[config.mk]
export PLATFORM = sky130hd
export DESIGN_NAME = frame_checker_crc32
export DESIGN_NICKNAME = d
export VERILOG_FILES = /design/src/fcc_pkg.sv /design/src/fcc_in_stage.sv /design/src/fcc_parse.sv /design/src/fcc_out_stage.sv /design/src/frame_checker_crc32.sv
export SDC_FILE = /design/constraint.sdc
export NUM_CORES = 1
export LEC_CHECK = 0
export ABC_AREA = 1
export BUFFER_PORTS_ARGS = -buffer_cell sky130_fd_sc_hd__buf_2
export CAP_MARGIN = 40
export CORE_MARGIN = 1
export CORE_UTILIZATION = 30
export DETAILED_ROUTE_END_ITERATION = 10
export PLACE_DENSITY = 0.42
export SLEW_MARGIN = 10
export SYNTH_ARGS = -nofsm -noshare
export SYNTH_HDL_FRONTEND = slang
export SYNTH_SLANG_ARGS = --single-unit
[constraint.sdc]
create_clock -name clk -period 4.97 [get_ports clk]
set_input_delay 0.497 -clock clk [delete_from_list [all_inputs] [get_ports clk]]
set_output_delay 0.497 -clock clk [all_outputs]
set_load 0.05 [all_outputs]
[src/fcc_pkg.sv]
// Shared types, constants and the byte-wide CRC-32 update for the frame checker.
// No dependencies; the modules that use it refer to it by scoped names.
`default_nettype none

package fcc_pkg;

  // Frame layout
  localparam int unsigned HDR_BYTES = 10;
  localparam int unsigned CRC_BYTES = 4;
  localparam int unsigned POS_W     = 17;
  localparam logic [POS_W-1:0] POS_MAX = '1;

  // Reflected IEEE CRC-32
  localparam logic [31:0] CRC_POLY = 32'hEDB8_8320;
  localparam logic [31:0] CRC_INIT = 32'hFFFF_FFFF;

  // Configuration register indexes
  localparam int unsigned CFG_IDX_W = 2;
  localparam logic [CFG_IDX_W-1:0] CFG_MAGIC       = 2'd0;
  localparam logic [CFG_IDX_W-1:0] CFG_VERSION     = 2'd1;
  localparam logic [CFG_IDX_W-1:0] CFG_MAX_PAYLOAD = 2'd2;

  // Configuration reset values
  localparam logic [15:0] MAGIC_RESET       = 16'd0;
  localparam logic [7:0]  VERSION_RESET     = 8'd1;
  localparam logic [15:0] MAX_PAYLOAD_RESET = 16'd1024;

  typedef enum logic [2:0] {
    ST_OK      = 3'd0,
    ST_SHORT   = 3'd1,
    ST_MAGIC   = 3'd2,
    ST_VERSION = 3'd3,
    ST_LENGTH  = 3'd4,
    ST_CRC     = 3'd5
  } fcc_status_t;

  typedef struct packed {
    logic [15:0] magic_word;
    logic [7:0]  version_byte;
    logic [15:0] max_payload;
  } fcc_cfg_t;

  typedef struct packed {
    logic        kind;
    logic [7:0]  payload_byte;
    fcc_status_t status;
    logic [7:0]  msg_type;
    logic [7:0]  sequence_number;
    logic [15:0] command_code;
    logic [15:0] payload_count;
  } fcc_result_t;

  // Fold one byte into the CRC register, LSB first
  function automatic logic [31:0] crc_byte(input logic [31:0] crc, input logic [7:0] b);
    logic [31:0] c;
    c = crc ^ {24'd0, b};
    for (int k = 0; k < 8; k++) begin
      c = c[0] ? ((c >> 1) ^ CRC_POLY) : (c >> 1);
    end
    return c;
  endfunction

endpackage

`default_nettype wire

[src/fcc_in_stage.sv]
// Input register of the frame checker: holds one received byte and its last flag.
// Depends on nothing beyond the handshake from the top level.
`default_nettype none

module fcc_in_stage (
  input  wire logic       clk,
  input  wire logic       rst,
  input  wire logic       in_valid,
  output logic            in_ready,
  input  wire logic [7:0] data_byte,
  input  wire logic       last_byte,
  input  wire logic       advance,
  output logic            s_valid,
  output logic [7:0]      s_byte,
  output logic            s_last
);

  // Take a new byte when empty or when the held one moves on
  assign in_ready = !s_valid || advance;

  always_ff @(posedge clk) begin
    if (rst) begin
      s_valid <= 1'b0;
    end else if (in_ready) begin
      s_valid <= in_valid;
    end
  end

  // Payload needs no reset
  always_ff @(posedge clk) begin
    if (in_valid && in_ready) begin
      s_byte <= data_byte;
      s_last <= last_byte;
    end
  end

endmodule

`default_nettype wire

[src/fcc_parse.sv]
// Frame parser: byte position, header store, running CRC, trailer and verdict logic.
// Uses fcc_pkg for layout constants, status codes, result struct and the CRC update.
`default_nettype none

module fcc_parse (
  input  wire logic            clk,
  input  wire logic            rst,
  input  wire logic            step,
  input  wire logic            in_valid,
  input  wire logic [7:0]      data_byte,
  input  wire logic            last_byte,
  input  wire fcc_pkg::fcc_cfg_t cfg,
  output logic                 has_result,
  output fcc_pkg::fcc_result_t result
);

  localparam int unsigned PW = fcc_pkg::POS_W;

  logic [PW-1:0]   byte_position, pos_next;
  logic [31:0]     running_crc, crc_next, crc_upd;
  logic [9:0][7:0] header_store, hdr_next;
  logic [31:0]     trailer_crc, trailer_next;
  logic [15:0]     len, len_v;
  logic [PW:0]     hdr_end, trl_end;
  logic [PW-1:0]   frame_len;
  logic            in_hdr, in_pay, in_trl;
  fcc_pkg::fcc_status_t verdict;

  // Region of the current byte, judged with the header as it stood before it
  assign len     = {header_store[9], header_store[8]};
  assign hdr_end = (PW+1)'(fcc_pkg::HDR_BYTES) + (PW+1)'(len);
  assign trl_end = hdr_end + (PW+1)'(fcc_pkg::CRC_BYTES);
  assign in_hdr  = byte_position < PW'(fcc_pkg::HDR_BYTES);
  assign in_pay  = !in_hdr && ({1'b0, byte_position} < hdr_end);
  assign in_trl  = !in_hdr && !in_pay && ({1'b0, byte_position} < trl_end);
  assign crc_upd = fcc_pkg::crc_byte(running_crc, data_byte);

  // Update the frame state for this byte
  always_comb begin
    hdr_next     = header_store;
    crc_next     = running_crc;
    trailer_next = trailer_crc;
    if (in_hdr) begin
      hdr_next[byte_position[3:0]] = data_byte;
      crc_next = crc_upd;
    end else if (in_pay) begin
      crc_next = crc_upd;
    end else if (in_trl) begin
      trailer_next = {data_byte, trailer_crc[31:8]};
    end
    pos_next = (byte_position < fcc_pkg::POS_MAX) ? byte_position + PW'(1)
                                                  : fcc_pkg::POS_MAX;
  end

  // Verdict over the updated state, first failing check wins
  assign len_v     = {hdr_next[9], hdr_next[8]};
  assign frame_len = PW'(fcc_pkg::HDR_BYTES) + PW'(len_v) + PW'(fcc_pkg::CRC_BYTES);

  always_comb begin
    if (pos_next < PW'(fcc_pkg::HDR_BYTES + fcc_pkg::CRC_BYTES)) begin
      verdict = fcc_pkg::ST_SHORT;
    end else if ({hdr_next[1], hdr_next[0]} != cfg.magic_word) begin
      verdict = fcc_pkg::ST_MAGIC;
    end else if (hdr_next[2] != cfg.version_byte) begin
      verdict = fcc_pkg::ST_VERSION;
    end else if (len_v > cfg.max_payload) begin
      verdict = fcc_pkg::ST_LENGTH;
    end else if (pos_next != frame_len) begin
      verdict = fcc_pkg::ST_LENGTH;
    end else if (trailer_next != ~crc_next) begin
      verdict = fcc_pkg::ST_CRC;
    end else begin
      verdict = fcc_pkg::ST_OK;
    end
  end

  // Build the outgoing item: pass payload on, or give the verdict on the last byte
  assign has_result = in_valid && (last_byte || in_pay);

  always_comb begin
    result = '0;
    if (last_byte) begin
      result.kind            = 1'b1;
      result.status          = verdict;
      result.msg_type        = hdr_next[3];
      result.sequence_number = hdr_next[4];
      result.command_code    = {hdr_next[7], hdr_next[6]};
      result.payload_count   = len_v;
    end else begin
      result.kind         = 1'b0;
      result.payload_byte = data_byte;
      result.status       = fcc_pkg::ST_OK;
    end
  end

  // Advance state; the last byte returns it to the start of a frame
  always_ff @(posedge clk) begin
    if (rst) begin
      byte_position <= '0;
      running_crc   <= fcc_pkg::CRC_INIT;
      header_store  <= '0;
      trailer_crc   <= '0;
    end else if (step) begin
      if (last_byte) begin
        byte_position <= '0;
        running_crc   <= fcc_pkg::CRC_INIT;
        header_store  <= '0;
        trailer_crc   <= '0;
      end else begin
        byte_position <= pos_next;
        running_crc   <= crc_next;
        header_store  <= hdr_next;
        trailer_crc   <= trailer_next;
      end
    end
  end

  a_restart: assert property (@(posedge clk) disable iff (rst)
    step && last_byte |=> byte_position == '0 && running_crc == fcc_pkg::CRC_INIT)
    else $error("frame state not cleared after verdict");

  a_hdr_frozen: assert property (@(posedge clk) disable iff (rst)
    step && !last_byte && !in_hdr |=> $stable(header_store))
    else $error("header store changed past the header");

  a_pos_count: assert property (@(posedge clk) disable iff (rst)
    step && !last_byte && byte_position != fcc_pkg::POS_MAX
    |=> byte_position == $past(byte_position) + PW'(1))
    else $error("byte position did not advance");

endmodule

`default_nettype wire

[src/fcc_out_stage.sv]
// Output register of the frame checker: holds one result until the receiver takes it.
// Uses fcc_pkg for the result struct.
`default_nettype none

module fcc_out_stage (
  input  wire logic                 clk,
  input  wire logic                 rst,
  input  wire logic                 load,
  input  wire fcc_pkg::fcc_result_t d,
  output logic                      free,
  output logic                      out_valid,
  input  wire logic                 out_ready,
  output fcc_pkg::fcc_result_t      q
);

  // Slot opens when empty or when its item transfers this cycle
  assign free = !out_valid || out_ready;

  always_ff @(posedge clk) begin
    if (rst) begin
      out_valid <= 1'b0;
    end else if (free) begin
      out_valid <= load;
    end
  end

  always_ff @(posedge clk) begin
    if (load) begin
      q <= d;
    end
  end

  a_load_free: assert property (@(posedge clk) disable iff (rst)
    load |-> free)
    else $error("result loaded over a held result");

endmodule

`default_nettype wire

[src/frame_checker_crc32.sv]
// Frame checker for length-prefixed frames with CRC-32: top level.
// Depends on fcc_pkg, fcc_in_stage, fcc_parse and fcc_out_stage.
//
// Usage:
//   Bytes enter on in_valid/in_ready with data_byte and last_byte. Each payload
//   byte (indices 10 on, up to the header length) leaves on out_valid/out_ready
//   with kind 0, except on the last byte, which gives a single verdict item with
//   kind 1, the status and the header fields. Header and trailer bytes give no
//   output. The configuration port (cfg_we, cfg_index, cfg_data) sets the
//   expected magic, version and largest payload; write it between frames.
//   An accepted byte waits in the input register; its result, if any, then
//   goes to the output register and out_valid. Throughput: one byte per cycle
//   while the receiver keeps up, set by the byte-wide CRC update in between.
//   Reset clears the frame state and the configuration to defaults (magic 0,
//   version 1, max payload 1024). When the receiver stalls the output register
//   holds its item, one more byte waits in the input register, and then
//   in_ready drops until the output transfers.
`default_nettype none

module frame_checker_crc32 (
  input  wire logic                            clk,
  input  wire logic                            rst,
  input  wire logic                            in_valid,
  output logic                                 in_ready,
  input  wire logic [7:0]                      data_byte,
  input  wire logic                            last_byte,
  output logic                                 out_valid,
  input  wire logic                            out_ready,
  output logic                                 kind,
  output logic [7:0]                           payload_byte,
  output logic [2:0]                           status,
  output logic [7:0]                           msg_type,
  output logic [7:0]                           sequence_number,
  output logic [15:0]                          command_code,
  output logic [15:0]                          payload_count,
  input  wire logic                            cfg_we,
  input  wire logic [fcc_pkg::CFG_IDX_W-1:0]   cfg_index,
  input  wire logic [15:0]                     cfg_data
);

  fcc_pkg::fcc_cfg_t    cfg;
  fcc_pkg::fcc_result_t res_d, res_q;
  logic                 s_valid, s_last, advance, free, has_result;
  logic [7:0]           s_byte;

  // Configuration registers
  always_ff @(posedge clk) begin
    if (rst) begin
      cfg.magic_word   <= fcc_pkg::MAGIC_RESET;
      cfg.version_byte <= fcc_pkg::VERSION_RESET;
      cfg.max_payload  <= fcc_pkg::MAX_PAYLOAD_RESET;
    end else if (cfg_we) begin
      case (cfg_index)
        fcc_pkg::CFG_MAGIC:       cfg.magic_word   <= cfg_data;
        fcc_pkg::CFG_VERSION:     cfg.version_byte <= cfg_data[7:0];
        fcc_pkg::CFG_MAX_PAYLOAD: cfg.max_payload  <= cfg_data;
        default: ;
      endcase
    end
  end

  // Move the held byte on whenever the output slot can take its result
  assign advance = s_valid && free;

  fcc_in_stage u_in (
    .clk       (clk),
    .rst       (rst),
    .in_valid  (in_valid),
    .in_ready  (in_ready),
    .data_byte (data_byte),
    .last_byte (last_byte),
    .advance   (advance),
    .s_valid   (s_valid),
    .s_byte    (s_byte),
    .s_last    (s_last)
  );

  fcc_parse u_parse (
    .clk        (clk),
    .rst        (rst),
    .step       (advance),
    .in_valid   (s_valid),
    .data_byte  (s_byte),
    .last_byte  (s_last),
    .cfg        (cfg),
    .has_result (has_result),
    .result     (res_d)
  );

  fcc_out_stage u_out (
    .clk       (clk),
    .rst       (rst),
    .load      (advance && has_result),
    .d         (res_d),
    .free      (free),
    .out_valid (out_valid),
    .out_ready (out_ready),
    .q         (res_q)
  );

  // Spread the result onto its ports
  assign kind            = res_q.kind;
  assign payload_byte    = res_q.payload_byte;
  assign status          = res_q.status;
  assign msg_type        = res_q.msg_type;
  assign sequence_number = res_q.sequence_number;
  assign command_code    = res_q.command_code;
  assign payload_count   = res_q.payload_count;

endmodule

`default_nettype wire

After elaboration in Yosys (flattened, before gate mapping)
Cells that the tools add are included.

Register bits: 272. Bits of input ports: 32. Output and inout port bits: 62.

Add/subtract/negate cells: 5. Magnitude comparators: 8. Equal/unequal tests: 6. Mux-type cells: 29. Bitwise gates (word level): 11. Reductions and logical operators: 23.

Operators by type and width (number): $mux 32 (15); $mux 80 (2); $not 13->14 (8); $bwmux 80 (1); $lt 17x18->1 (2); $add 4x16->17 const A (2); $lt 17x4->1 const B (2); $mux 17 (2); $demux 8 s4 (1); $ne 32x32->1 (1); $not 32->32 (1); $xor 32x8->32 (1); $add 18x3->18 const B (1); $add 17x1->17 const B (1); $add 17x3->17 const B (1); $lt 17x17->1 const B (1); $ne 17x17->1 (1); $gt 16x16->1 (1); $ne 16x16->1 (1); $mux 3 (3); $logic_and 1x1->1 (8); $mux 8 (1); $ne 8x8->1 (1); $reduce_and 2->1 (4); 13 further kinds (20).

Logic depth before layout (Yosys ltp)
Gate-level depths: netlist of run 1.

Word-level depth: 27. Gate-level depth with buffers: 38. Mapped depth without buffers: 37.

Modules after synthesis
From an unflattened synthesis of run 1, not the netlist that was laid out.

Cell total of the unflattened synthesis: 2641. Area total of the unflattened synthesis: 17136.4 um^2.

By module, submodules not included: fcc_parse (instances 1, cells an instance 2300, area an instance 13259.0 um^2); fcc_out_stage (instances 1, cells an instance 65, area an instance 1844.3 um^2); frame_checker_crc32 (instances 1, cells an instance 261, area an instance 1715.4 um^2); fcc_in_stage (instances 1, cells an instance 15, area an instance 317.8 um^2).

Least setup slack after synthesis of run 1
No wires, ideal clock.

Path type: register to register. Start: register u_parse.header_store[65] (netlist bit). End: register u_out.q[48] (netlist bit), data pin. Library setup time: 0.257 ns. Arrival: 4.304 ns. Required time: 4.713 ns. Path slack: 0.409 ns. Stages on the path, launching flop included: 36. Clock period less this slack: 4.561 ns. Cell sequence: dfxtp_1 -> ha_1 -> o21ai_1 -> nor2_1 -> inv_1 -> nand2_1 -> inv_1 -> nand4_1 -> nor2_1 -> inv_1 -> or2_1 -> nor2_1 -> nand3_1 -> or4_1 -> o21a_1 -> ha_1 -> nand3_1 -> nor3_1 -> nand3_1 -> nor2_1 -> nor2_1 -> nand3_2 -> clkbuf_1 -> nand2_1 -> nand2_1 -> nand2_1 -> nand2_1 -> nand2_1 -> nor2_1 -> nand2_1 -> nor2_1 -> nand2_1 -> nand2_1 -> nand2_1 -> nand2_1 -> a21oi_2.

Word-level cells in the longest chain between the ends: 16.

Ends and longest elaborated chain: start: declaration (RTL line fcc_parse.sv:21) `logic [9:0][7:0] header_store, hdr_next;`; start signal: assignment (RTL line fcc_parse.sv:112) `header_store <= hdr_next;`; branches (longest 12 deep; another with $add 18x3->18); $mux 3 * (RTL line fcc_parse.sv:66) `end else if (len_v > cfg.max_payload) begin`; $mux 2 * (RTL line fcc_parse.sv:64) `end else if (hdr_next[2] != cfg.version_byte) begin`; $mux 2 * (RTL line fcc_parse.sv:62) `end else if ({hdr_next[1], hdr_next[0]} != cfg.magic_word) begin`; $mux 1 * (RTL line fcc_parse.sv:60) `if (pos_next < PW'(fcc_pkg::HDR_BYTES + fcc_pkg::CRC_BYTES)) begin`; end signal: assignment (RTL line fcc_out_stage.sv:29) `q <= d;`; end: declaration (RTL line fcc_out_stage.sv:13) `output fcc_pkg::fcc_result_t q`.

Every way passes the cells marked *. The select of a mux whose other input is x is not followed. A chain may end at the register's enable or synchronous reset.

Final worst setup path of run 1
Start: register u_parse.header_store[66] (netlist bit). End: register u_out.q[48] (netlist bit), data pin.

The elaborated chain is that of the path after synthesis.

==> results of run 1 <==
## what timing repair did
action,CTS,global route
endpoints found under the setup margin,2,2
pin swaps,7,43
gates cloned,2,1
hold buffers,0,0
resized for setup,18,77
setup buffers,1,12
## Yosys cell counts, types with 3 or more instances
library cell  number
clkbuf_1          79
nand3_2            4
inv_1            273
buf_4              3
nand3_1          160
xor2_1            56
ha_1              54
dfxtp_1          195
a21oi_2            9
buf_6              6
nand3b_1          13
nor2_2             5
o21a_1             3
inv_2             12
xnor2_1           24
or2_2              3
a21oi_1          199
nand2_1          851
nor2_1           233
clkinv_1           3
nor2_4             4
nor4_1             8
buf_2             22
edfxtp_1          69
nor3_1            15
nand2_2           11
o211ai_1          23
o21ai_0          144
nand3_4            3
o21ai_1            5
nand4_1           22
## worst max-delay path: cells and delay by family (launching register included)
family,cells,cell delay [ns]
and+or+nand+nor,25,2.65
DFF,1,0.37
AOI/OAI and AO/OA,3,0.16
xor gates and xnor gates,2,0.30
buffers and inverters,7,0.73
adders and majority gates,1,0.33
## state kept, by name, indices dropped and copies added (netlist names)
signal and count:
cfg 40, u_in.s_valid 1, u_parse.byte_position 17, u_in.s_byte 8, u_in.s_last 1, u_parse.header_store 72
u_out.q 60, u_parse.trailer_crc 32, u_out.out_valid 1, u_parse.running_crc 32
## routing by layer
layer | vias up | track usage | part of all wire | wire [µm]
met5 | - | 0 | 0 | 0
met4 | 0 | 0.0577 | 0.022 | 1350
met3 | 75 | 0.0287 | 0.049 | 3020
met2 | 394 | 0.335 | 0.43 | 26700
met1 | 7692 | 0.314 | 0.50 | 30500
li1 | 8392 | - | - | -
## path summary, 6_finish.rpt
check | endpoint | slack (ns) | depth (start not counted)
setup / recovery | u_out.q[48] | 0.15 | 38
hold / removal | u_in.s_byte[2] | 0.12 | 1
setup reg to reg | u_out.q[48] | 0.15 | 38
hold reg to reg | u_parse.header_store[49] | 0.46 | 2
## kinds of logic after synthesis
logic type	after synthesis
XOR/XNOR	80
adder cells (fa/ha/maj)	54
flip-flops	264
buffers and inverters	402
AND/OR/NAND/NOR	1340
AO/OA/AOI/OAI	391
multiplexers	1
## layout by cell type (no fill, tap or decap), types with 13 or more instances in the layout
master / synthesis / layout
nor2_1: 233 / 220
buf_2: 22 / 92
nand3_1: 160 / 151
xor2_1: 56 / 56
nand3b_1: 13 / 13
xnor2_1: 24 / 23
o21ai_0: 144 / 140
ha_1: 54 / 51
nor2_2: 5 / 13
inv_2: 12 / 18
o211ai_1: 23 / 23
inv_1: 273 / 267
nand4_1: 22 / 22
a21oi_1: 199 / 196
nand2_1: 851 / 823
edfxtp_1: 69 / 69
nand2_2: 11 / 35
dfxtp_1: 195 / 192
buf_4: 3 / 120
clkbuf_16: 0 / 37
## stage by stage
| step | setup TNS (ns) | utilization |
|---|---|---|
| after floorplan | 0 | - |
| after global placement | -0.0634 | 0.339 |
| after detailed placement | -0.111 | 0.340 |
| after CTS | 0 | 0.363 |
| after global routing | -0.231 | 0.370 |
| final | 0 | 0.370 |
## report_power, final
group	switching, mW	total [mW]	internal, mW
Combinational	0.656	0.911	0.254
Clock	1.04	2.51	1.48
Sequential	0.0428	2.30	2.26
Total	1.73	5.73	3.99
## area by class of cell
| cell class | instances | area share |
|---|---|---|
| Multi-Input combinational cell | 1866 | 0.466 |
| Sequential cell | 264 | 0.299 |
| Timing Repair Buffer | 227 | 0.0821 |
| Inverter | 290 | 0.0545 |
| Clock buffer | 49 | 0.0484 |
| Tap cell | 696 | 0.0434 |
| Clock inverter | 14 | 0.00743 |
==> metrics, run 1 <==
status=finished clean; CP max stage delay=around 0.37 ns; Power, Total=5.73 mW; row count=between 80 and 90; Worst Tran Pin Value=0.886 ns; routed wire length=approximately 62000 µm; cell area after layout=20000 µm²; Clock Skews=0.0199 ns; type of the worst setup path=reg -> reg; pin count of the biggest net entering global routing=73; worst vdd rail ir drop=between 150 and 200 µV; XOR/XNOR Fraction of Synth Area=0.0422; Fmax=around 0.21 GHz; P_leak=about 9.3 nW; P per Cell Area=between 200 and 300 nW/µm²; fraction of registers with async set/reset=0; clock buffer depth=3; Simple-Gate Fraction of Synth Area=0.335; Post-route DRC=0; Skew-Pair Late Insertion Delay=approximately 0.55 ns; largest family of logic cells by synthesized area=simple AND/OR/NAND/NOR gates; CTS tree=built; CTS Buf Count=35; vias in the first global route=15300; Antenna Cells=0; Yosys warnings=0; root buf cell=clkbuf_16; syn_nets=between 2000 and 3000; final setup violation count=0; DR WL/cell=roughly 18 µm; Mapped Area=16600 µm²; RSZ-0062 raised after global routing=true; final cell count without fillers=around 3400; CP arrival=between 5 and 6 ns; overall routing resource usage=0.216; area leader, netlist=dfxtp_1; DR vias=~17000; synthesized netlist cell count=2532; Synth cell types=46; fraction of layout cells with a size suffix above 1=0.152; Clk pin slew, worst setup/hold paths=0.06 ns; r2r startpoint=u_parse.header_store[66]; crit-path max FO=7; DR vias/cell=about 5; CTS Sinks=roughly 260; Max-Cap Viols=0; sequential fraction of the synthesis area=0.360; Iteration-0 DRC Markers=about 1200; max_slew headroom=0.409; fill count=5854; top-area cell type share of the netlist area=0.235; Worst path slowest cell=dfxtp_4; compound-gate portion of the synthesized area=0.125; Multi-input gate area=around 9300 µm²; mux share of post-synthesis cell area=0.000603; Final Worst Setup Slack=0.154 ns; CP startpoint=u_parse.header_store[66]; total area of sequential cells=roughly 6000 µm²; chip width=237 µm; EDFF count, synth=69; min Tclk post-route=approximately 4.8 ns; gr ovfl total=0; largest cells by area after synthesis=dfxtp_1 (24%), nand2_1 (19%), edfxtp_1 (12%); Most common cell on crit path=nand2_1; DP HPWL=roughly 44000 µm; H-tree Lvls=2; critical hold path startpoint=data_byte[2]; final hold vios=0; Area after DPL=approximately 18000 µm²; Nets=2770; Routed Antenna Nets=0; final period utilization=0.969; startpoint types=register; global-route wire length before repair=approximately 93000 µm; Post-synth top flop=dfxtp_1; starting density of the core=0.306; io pins=94; syn avg cell area=roughly 6.6 µm²; DIE AREA=roughly 56000 µm²; worst hold slack=~0.12 ns; Die Height=approximately 240 µm; core footprint=54200 µm²; Inst Count DP=approximately 3300; CP required=approximately 5.3 ns; Slew Limit Fails=0; CP Capture Type=register; Hold/Removal Path Class=in -> reg; Buffers on Ports=93; Pre-antenna DRT Iters=6; GP Congestion=~0.90; Area growth, synth to finish=20.8%; FF+latch count, synth=~260; antenna violations before repair=0; dpl ws=-0.0775 ns; area share of fa/ha/maj cells after synthesis=0.0407
(Power assumes the default switching activity.)
==> run 2: changes to the inputs <==
--- a/config.mk
+++ b/config.mk
@@ -9,10 +9,11 @@
 export BUFFER_PORTS_ARGS = -buffer_cell sky130_fd_sc_hd__buf_2
 export CAP_MARGIN = 40
 export CORE_MARGIN = 1
-export CORE_UTILIZATION = 30
+export CORE_UTILIZATION = 48
 export DETAILED_ROUTE_END_ITERATION = 10
-export PLACE_DENSITY = 0.42
+export PLACE_DENSITY = 0.62
 export SLEW_MARGIN = 10
 export SYNTH_ARGS = -nofsm -noshare
 export SYNTH_HDL_FRONTEND = slang
+export SYNTH_HIERARCHICAL = 1
 export SYNTH_SLANG_ARGS = --single-unit
==> metrics, run 2 <==
fill count=3441; root buf cell=clkbuf_16; P per Cell Area=293 nW/µm²; Most common cell on crit path=nor2_1; FF+latch count, synth=between 200 and 300; Synth top cells by count=nand2_1 (911), inv_1 (297), nor2_1 (245); vias in the first global route=about 16000; status=finished clean; Buffers on Ports=93; pin count of the biggest net entering global routing=between 60 and 70; syn avg cell area=around 6.5 µm²; Routed Antenna Nets=0; max_slew headroom=0.421; worst vdd rail ir drop=between 300 and 400 µV; clock buffer depth=3; dpl ws=roughly 0.065 ns; Area growth, synth to finish=15.7%; Iteration-0 DRC Markers=between 1000 and 1500; Clk pin slew, worst setup/hold paths=0.06 ns; Top reg by flops=u_parse/header_store; Clock Skews=about 0.011 ns; Nets=between 2000 and 3000; H-tree Lvls=1; GP Congestion=roughly 0.93; Slew Limit Fails=0; final setup violation count=0; P_leak=around 9.3 nW; synthesized netlist cell count=~2600; antenna violations before repair=1; Power, Total=~5.8 mW; Die Height=roughly 190 µm; final period utilization=0.985; RSZ-0062 raised after global routing=true; chip width=approximately 190 µm; gr ovfl total=0; final hold vios=0; CP max stage delay=approximately 0.33 ns; core footprint=between 30000 and 40000 µm²; DR vias/cell=roughly 5.4; fraction of registers with async set/reset=0; type of the worst setup path=reg -> reg; Final Util=0.570; CTS Sinks=approximately 260; top-count cell post-synth=nand2_1; commonest cells after routing, fill and taps aside=nand2_1 (896), inv_1 (294), nor2_1 (236); overall routing resource usage=0.309; CP arrival=between 5 and 6 ns; syn_nets=2727; CP Capture Type=register; crit-path max FO=8; Top Registers=u_parse/header_store (72), u_out/q (60), cfg (40); max FFs per register=72; io pins=94; startpoint types=register; final cell count without fillers=3221; Hold/Removal Path Class=in -> reg; area leader, netlist=dfxtp_1; CTS Buf Count=31; commonest non-fill, non-tap cell in the layout=nand2_1; largest cells by area after synthesis=dfxtp_1 (23%), nand2_1 (20%), edfxtp_1 (12%); row count=68; Hold-fix buffers, CTS=0; global-route wire length before repair=approximately 90000 µm; Post-synth top flop=dfxtp_1; DR WL/cell=approximately 18 µm; DR vias=between 15000 and 20000; CTS tree=built; Final Worst Setup Slack=approximately 0.077 ns; Synth cell types=50; starting density of the core=0.492; DIE AREA=36500 µm²; Fmax=approximately 0.20 GHz; Skew-Pair Late Insertion Delay=about 0.60 ns; sequential fraction of the synthesis area=0.349; EDFF count, synth=between 60 and 70; Mapped Area=~17000 µm²; Inst Count DP=roughly 3100; CP required=approximately 5.3 ns; Post-route DRC=0; Pre-antenna DRT Iters=6; top-area cell type share of the netlist area=0.228; routed wire length=around 57000 µm; fraction of layout cells with a size suffix above 1=0.129; Worst path slowest cell=dfxtp_2; Worst Tran Pin Value=roughly 0.87 ns; Yosys warnings=6; DP HPWL=slightly above 40000 µm; min Tclk post-route=between 4 and 5 ns; Max-Cap Viols=0
-- run 2: cell count changes in the layout (fill, tap and decap cells not counted), moves of 6 or more --
cell / previous run / this run
nand2_1: 823 / 896
o21ai_0: 140 / 78
buf_4: 120 / 72
nand3_1: 151 / 195
inv_1: 267 / 294
nand3_2: 10 / 27
nor2_1: 220 / 236
o21ai_1: 5 / 21
nand2_2: 35 / 23
nand4_1: 22 / 29
a21oi_1: 196 / 190
nor3_1: 11 / 5
-- run 2: metrics by stage --
step | TNS (ns) | instance area (µm²) | hold slack (ns)
global route | -0.284 | 19800 | 0.0624
global placement | 0 | 18300 | 0.444
detailed placement | 0 | 18300 | 0.449
floorplan | 0 | 17100 | 0.429
CTS | 0 | 19400 | 0.0520
finish | 0 | 19800 | 0.0716
-- run 2: worst paths after layout --
kind / start / endpoint / slack [ns] / cells after the start
max: u_parse/header_store[66] / u_out/q[50] / 0.08 / 30
min: data_byte[7] / u_in/s_byte[7] / 0.07 / 1
max reg2reg: u_parse/header_store[66] / u_out/q[50] / 0.08 / 30
min reg2reg: u_parse/trailer_crc[5] / u_parse/trailer_crc[5] / 0.46 / 2
-- run 2: worst max-delay path, delay by kind of cell (launching register included) --
family	cells	cell delay (ns)
AO/OA/AOI/OAI	3	0.26
XOR/XNOR	2	0.31
AND/OR/NAND/NOR	18	2.68
adder cells (fa/ha/maj)	1	0.28
flip-flops	1	0.33
buffers and inverters	6	0.78
-- run 2: logic make-up (layout without fill, tap and decap cells) --
logic type | Yosys count | in the layout | share of synthesized area
XOR/XNOR | 90 | 90 | 0.0480
adder cells (fa/ha/maj) | 54 | 54 | 0.0394
other | 0 | 1 | 0
AO/OA/AOI/OAI | 328 | 328 | 0.102
AND/OR/NAND/NOR | 1478 | 1478 | 0.364
buffers and inverters | 427 | 551 | 0.0980
flip-flops | 264 | 264 | 0.349
-- run 2: routing by layer --
layer / up-vias / global-route usage / part of all wire
met2: 612 / 0.495 / 0.46
met3: 122 / 0.0453 / 0.076
met1: 8086 / 0.414 / 0.43
li1: 8603 / - / -
met5: - / 0 / 0
met4: 0 / 0.127 / 0.035
-- run 2: cell type report --
cell class | count | area (µm²) | share of cell area
Antenna cell | 1 | 2.50 | 0.000126
Multi-Input combinational cell | 1950 | 9740 | 0.491
Inverter | 313 | 1180 | 0.0595
Clock inverter | 10 | 148 | 0.00744
Timing Repair Buffer | 180 | 1280 | 0.0644
Clock buffer | 48 | 931 | 0.0469
Sequential cell | 264 | 5980 | 0.302
Tap cell | 455 | 569 | 0.0287
-- run 2: timing repair --
| item | CTS | global route |
|---|---|---|
| gates resized for setup | 0 | 75 |
| endpoints found under the hold margin | 0 | 0 |
| buffers inserted | 0 | 10 |
| endpoints found under the setup margin | 0 | 2 |
-- run 2: power breakdown --
part	internal (mW)	switching (mW)	leakage, nW
Clock	1.45	0.982	0.528
Combinational	0.299	0.776	6.62
Sequential	2.26	0.0511	2.15
